## config.mk

```make
export PLATFORM = sky130hd
export DESIGN_NAME = vgm_front
export DESIGN_NICKNAME = d
export VERILOG_FILES = /design/src/rtl/vgm_pkg.sv /design/src/rtl/vgm_front.sv
export SDC_FILE = /design/constraint.sdc
export NUM_CORES = 1
export LEC_CHECK = 0
export ABC_AREA = 1
export BUFFER_PORTS_ARGS = -buffer_cell sky130_fd_sc_hd__buf_2
export CORE_MARGIN = 2
export CORE_UTILIZATION = 25
export CTS_CLUSTER_DIAMETER = 60
export DETAILED_ROUTE_END_ITERATION = 6
export GPL_ROUTABILITY_DRIVEN = 1
export SLEW_MARGIN = 20
export SYNTH_ARGS = -nofsm -noshare
export SYNTH_HDL_FRONTEND = slang
export SYNTH_SLANG_ARGS = --single-unit
```

## constraint.sdc

```tcl
create_clock -name aclk -period 1.65 [get_ports aclk]
set_input_delay 0.2475 -clock aclk [delete_from_list [all_inputs] [get_ports aclk]]
set_output_delay 0.2475 -clock aclk [all_outputs]
set_load 0.005 [all_outputs]
```

## src/rtl/vgm_pkg.sv

```systemverilog
package vgm_pkg;

    typedef enum logic {
        OP_WRITE = 1'b0,
        OP_FETCH = 1'b1
    } op_t;

    typedef struct packed {
        op_t        op;
        logic [3:0] code;
        logic [3:0] z;
        logic [3:0] y;
        logic [3:0] x;
    } req_t;

    // Lowest field last, so the packed struct matches the tdata layout.
    typedef struct packed {
        logic [15:0] vertex_base;
        logic [4:0]  span_second;
        logic [4:0]  span_first;
        logic [4:0]  origin_z;
        logic [4:0]  origin_y;
        logic [4:0]  origin_x;
        logic [3:0]  face_block;
        logic [1:0]  face_sign;
        logic [1:0]  quad_axis;
    } quad_t;

    localparam int QuadW = $bits(quad_t);
    localparam int OutDataW = ((QuadW + 7) / 8) * 8;

    localparam logic [1:0] SIGN_POS = 2'b01;
    localparam logic [1:0] SIGN_NEG = 2'b11;

    localparam logic [1:0] AXIS_X   = 2'd0;
    localparam logic [1:0] AXIS_Y   = 2'd1;
    localparam logic [1:0] AXIS_Z   = 2'd2;
    localparam logic [1:0] AXIS_END = 2'd3;

    localparam logic [15:0] VERTS_PER_QUAD = 16'd4;

    // Mask cell layout: face flag, negative-sign flag, block code.
    localparam int CELL_FACE_BIT = 5;
    localparam int CELL_NEG_BIT  = 4;

endpackage

```

## src/rtl/vgm_front.sv

```systemverilog
module vgm_front
    import vgm_pkg::*;
(
    input  logic        aclk,
    input  logic        aresetn,
    input  logic        s_axis_tvalid,
    output logic        s_axis_tready,
    input  logic [15:0] s_axis_tdata,
    input  logic        s_axis_tuser,
    output logic        q_valid,
    output req_t        q_item,
    input  logic        q_pop
);

    req_t       entry_reg [2];
    logic       wr_ptr_reg, wr_ptr_next;
    logic       rd_ptr_reg, rd_ptr_next;
    logic [1:0] count_reg, count_next;
    logic       push;
    req_t       item_in;

    always_comb begin
        item_in.op   = op_t'(s_axis_tuser);
        item_in.x    = s_axis_tdata[3:0];
        item_in.y    = s_axis_tdata[7:4];
        item_in.z    = s_axis_tdata[11:8];
        item_in.code = s_axis_tdata[15:12];
    end

    assign s_axis_tready = (count_reg != 2'd2);
    assign push          = s_axis_tvalid && s_axis_tready;
    assign q_valid       = (count_reg != 2'd0);
    assign q_item        = entry_reg[rd_ptr_reg];

    always_comb begin
        wr_ptr_next = wr_ptr_reg;
        rd_ptr_next = rd_ptr_reg;
        count_next  = count_reg;
        if (push) begin
            wr_ptr_next = ~wr_ptr_reg;
        end
        if (q_pop && q_valid) begin
            rd_ptr_next = ~rd_ptr_reg;
        end
        if (push && !(q_pop && q_valid)) begin
            count_next = count_reg + 2'd1;
        end else if (!push && q_pop && q_valid) begin
            count_next = count_reg - 2'd1;
        end
    end

    always_ff @(posedge aclk) begin
        if (!aresetn) begin
            wr_ptr_reg <= 1'b0;
            rd_ptr_reg <= 1'b0;
            count_reg  <= 2'd0;
        end else begin
            wr_ptr_reg <= wr_ptr_next;
            rd_ptr_reg <= rd_ptr_next;
            count_reg  <= count_next;
        end
        if (push) begin
            entry_reg[wr_ptr_reg] <= item_in;
        end
    end

endmodule

```

Word level (Yosys, flattened, before mapping)
Memory sizes are Yosys's and may differ from the RTL's. A register that Yosys moved wholly into a read port is not among the register bits.
Index checks and enable logic that the tools add are counted.

operators by class
  $add $sub $neg = 2
  equal/unequal tests = 1
  multiplexer cells = 6
  bitwise operators = 2
  reductions and logical operators = 9

operators by type and width
  kind                 count
  $logic_and 1x1->1    5
  $mux 1               4
  $mux 2               2
  $reduce_bool 2->1    2
  $add 2x1->2 const B  1
  $logic_not 1->1      2
  $ne 2x2->1 const B   1
  $not 1->1            2
  $sub 2x1->2 const B  1

word-level totals
  register bits after elaboration = 4
  memory bits (writable) = 34
  bits of input ports = 21
  output and inout port bits = 19
  logic and storage cells = 24
  memories kept = 1

memories
  name       words  bits a word  read ports  clocked after Yosys merged registers in  wr ports  RTL line         text
  entry_reg  2      17           1           1                                        1         vgm_front.sv:15  req_t entry_reg [2];

Longest topological paths before layout
  depth in word-level cells = 7
  gate-level depth with buffers = 7
  mapped depth without buffers = 7

Worst setup path after synthesis
OpenSTA, ideal clock, no wires.

  path type = register to register
  start = register count_reg[0]
  end = memory entry_reg[0][0] (netlist bit), enable pin
  library setup time = 391 ps
  arrival = 1304 ps
  required time = 1259 ps
  setup slack = -44 ps
  stages on the path, launching flop included = 5
  buffers on the path = 0
  clock period less this slack = 1694 ps
  cell sequence = dfxtp_1 > inv_2 > nand2_2 > nand2_4 > nor2_1

on the way
  longest elaborated chain between the ends = 4

RTL lines
  what                          RTL line         text
  start, declared               vgm_front.sv:18  logic [1:0] count_reg, count_next;
  start signal, assigned        vgm_front.sv:60  count_reg <= count_next;
  $ne 2x2->1                    vgm_front.sv:30  assign s_axis_tready = (count_reg != 2'd2);
  named net s_axis_tready       vgm_front.sv:7   output logic s_axis_tready,
  $logic_and 1x1->1             vgm_front.sv:31  assign push = s_axis_tvalid && s_axis_tready;
  $mux 1                        vgm_front.sv:62  if (push) begin
  $mux 1 (implied by the code)  vgm_front.sv:63  entry_reg[wr_ptr_reg] <= item_in;
  end, declared                 vgm_front.sv:15

The timed path passes the listed nets, and every way through them passes these cells.

==> results.py <==
metrics = {
    "layout": {
        "final_common_cell": "sky130_fd_sc_hd__buf_2",
        "synthToLayoutAreaGrowth_pct": 28.65,
        "combined_area_of_the_multi_input_logic_cells_um2": 352.8,
        "antennaDiodeCount": 0,
        "postLayoutCoreUtil": 0.3312,
        "layout.cells.most_common_list": "39 x sky130_fd_sc_hd__buf_2, 34 x sky130_fd_sc_hd__edfxtp_1, 10 x sky130_fd_sc_hd__mux2_4",
        "nFillCells": 579,
        "fin_nets": 153,
        "largest_register_ffs": 34,
        "share_of_cells_above_drive_strength_1": 0.5564,
        "seqCellArea_um2": 1121,
        "stdcell_count": 208,
    },
    "cts": {
        "ctsRootBufferMaster": "sky130_fd_sc_hd__clkbuf_8",
        "ctsHtreeMaxLevel": 2,
        "postCtsSetupRepairBufs": 0,
        "max-clock-path-buffers": 2,
        "cts-hold-fix-buffers": 0,
        "tritoncts_num_sinks": 39,
        "cts_repair_resize_count": 0,
        "worst_skew_pair.late_latency_ns": 0.28,
        "cts_tree": "yes",
        "cts.clk_slew.worst_paths_ns": 0.07,
        "numCtsBuffers": 5,
    },
    "sta": {
        "finalCritPeriodShare": 0.9414,
        "rsz_0062_raised_after_global_routing": "false",
        "timing.final.setup_violations": 0,
        "report.final.slew_viol_count": 0,
        "setup-tns-final_ns": 0,
        "hold_violations": 0,
        "worst_pin_slew_ns": 0.2406,
        "max_clock_freq_mhz": 643.8,
        "clock-skew-final_ns": 0.002480,
        "relSlewSlack": 0.8396,
        "final.min_clock_period_ns": 1.553,
        "hold_ws_ns": 0.1483,
    },
    "place": {
        "placement.io_buffers": 39,
        "placed_cells": 200,
        "place.detailed.hpwl_um": 1647,
        "gpl.final_weighted_congestion": 0.6692,
    },
    "pwr": {
        "power.sequential.fraction": 0.498,
        "p_int_mw": 1.874,
        "p_switching_mw": 0.4480,
        "power_frac_clock": 0.396,
        "power.share.combinational": 0.107,
        "pwr_density_cell_nw_per_um2": 1191,
        "ir_worst_vdd_mv": 0.3389,
        "power.share.switching": 0.1929,
        "cellLeakagePower_nw": 0.7535,
    },
    "floorplanning": {
        "floorplan.io_pins": 40,
        "start_util": 0.2574,
        "rows": 28,
        "die_height_um": 81.85,
        "die_w_um": 81.85,
        "fp.coreArea_um2": 5886,
        "area_of_the_die_um2": 6699,
    },
    "setup_path": {
        "timing.critical_path.slowest_cell_delay_ns": 0.36,
        "number_of_buffer_and_inverter_stages_on_the_critical_path": 2,
        "worst-setup-path-type": "reg2out",
        "data_required_time_at_the_worst_endpoint_ns": 1.40,
        "timing.critical_path.fanout_max": 17,
        "critPathArrivalTime_ns": 1.31,
        "worst-r2r-cell-count": 5,
        "timing.critical_path.max_delay_family": "flip-flops",
        "critical_path.endpoint_type": "output port",
        "timing.critical_path.from_type": "flip-flop",
        "critical_path_depth": 3,
        "cp_slowest_cell": "sky130_fd_sc_hd__dfxtp_1",
        "critical_path_cell_list": "buf_12 -> mux2_2 -> buf_2",
    },
    "synth": {
        "synthArstFlopShare": 0,
        "post_synth_num_cell_types": 18,
        "post_synth.cell_area_avg_um2": 17.83,
        "synth_fp_nets": 106,
        "number_of_enable_flip_flop_cells_after_synthesis": 34,
        "ys_dominant_reg_cell": "sky130_fd_sc_hd__edfxtp_1",
        "synth.ff_latch_count": 39,
        "synth_sequential_area_ratio": 0.7399,
        "cells_after_synthesis": 85,
        "yosysWarnings": 0,
        "synthesis.area_um2": 1515,
    },
    "hold_path": {
        "timing.hold.worst_path_depth": 1,
        "hold_path_class": "in2reg",
    },
    "routing": {
        "wl_per_cell_um": 11.36,
        "final_antenna_net_count": 0,
        "vias_per_cell": 3.899,
        "num_vias": 811,
        "drt-initial-drc-count": 38,
        "drt-total-wl_um": 2363,
        "drc_errors": 0,
        "drt_pass1_iterations": 4,
    },
    "global_route": {
        "grt_pass1_vias": 725,
        "globalRoute.totalOverflow": 0,
        "track_usage": 0.07635,
        "grt_pass1_wl_um": 3505,
        "grt_util_met2": 0.1203,
        "gr_busiest_metal": "met2",
        "number_of_antenna_violations_at_the_first_check_in_global_routing": 0,
        "grt_start_max_net_pins": 18,
        "grt_use_met3": 0.04286,
        "grt_use_met1": 0.08148,
    },
    "outcome": {
        "outcome": "completed",
    },
    "flow_run": {
        "drv_cap": 0,
    },
}
[layer usage]
layer | vias to the layer above | wire, um
met5 | - | 0
met4 | 0 | 47
met3 | 6 | 227
met2 | 28 | 1103
met1 | 376 | 984
li1 | 401 | -
[cell usage after synthesis, types with 2 or more instances]
master / instances / area, um^2
sky130_fd_sc_hd__nor2_1: 6 / 22.52
sky130_fd_sc_hd__nand2_2: 3 / 18.77
sky130_fd_sc_hd__nand2_1: 4 / 15.01
sky130_fd_sc_hd__dfxtp_1: 5 / 100.1
sky130_fd_sc_hd__inv_1: 3 / 11.26
sky130_fd_sc_hd__mux2_4: 10 / 150.1
sky130_fd_sc_hd__mux2_2: 7 / 78.83
sky130_fd_sc_hd__nand3_1: 2 / 10.01
sky130_fd_sc_hd__a21oi_1: 3 / 15.01
sky130_fd_sc_hd__edfxtp_1: 34 / 1021
[cell families (layout without fill, tap and decap cells)]
logic type / Yosys count / count (layout) / synth area share
DFF: 39 / 39 / 0.7399
muxes: 17 / 17 / 0.1511
and+or+nand+nor: 17 / 17 / 0.05615
buffers and inverters: 6 / 54 / 0.03055
AOI/OAI and AO/OA: 5 / 5 / 0.01651
xor gates and xnor gates: 1 / 1 / 0.005781
[final cells by class]
class,count,area share
clock inverters,3,0.03466
inverters,4,0.007702
multi-input cells,40,0.1810
flip-flops and latches,39,0.5751
clock buffers,5,0.03530
well taps,75,0.04814
repair buffers,42,0.1181
[power groups by stage]
stage / Clock [mW] / Sequential, mW / Combinational (mW)
after floorplan: 0 / 1.17 / 0.154
after global placement: 0 / 1.18 / 0.251
after detailed placement: 0 / 1.18 / 0.255
after CTS: 0.944 / 1.16 / 0.255
after global routing: 0.998 / 1.16 / 0.279
final: 0.919 / 1.16 / 0.248
[path summary, 6_finish.rpt]
kind | startpoint | slack, ns | to
max reg2reg | count_reg[0] | 0.40 | entry_reg[1][11]
max | flip-flop | 0.1 | q_item[10]
min | s_axis_tdata[3] | 0.15 | entry_reg[1][3]
min reg2reg | rd_ptr_reg | 0.48 | rd_ptr_reg
[stage by stage]
step	power [mW]	worst slack, ns	area, um^2
finish	2.322	0.09673	1949
global route	2.437	0.02128	1949
CTS	2.356	0.06642	1949
detailed placement	1.433	0.3887	1813
global placement	1.427	0.3969	1813
floorplan	1.328	-0.04414	1515
(Power assumes the default switching activity.)
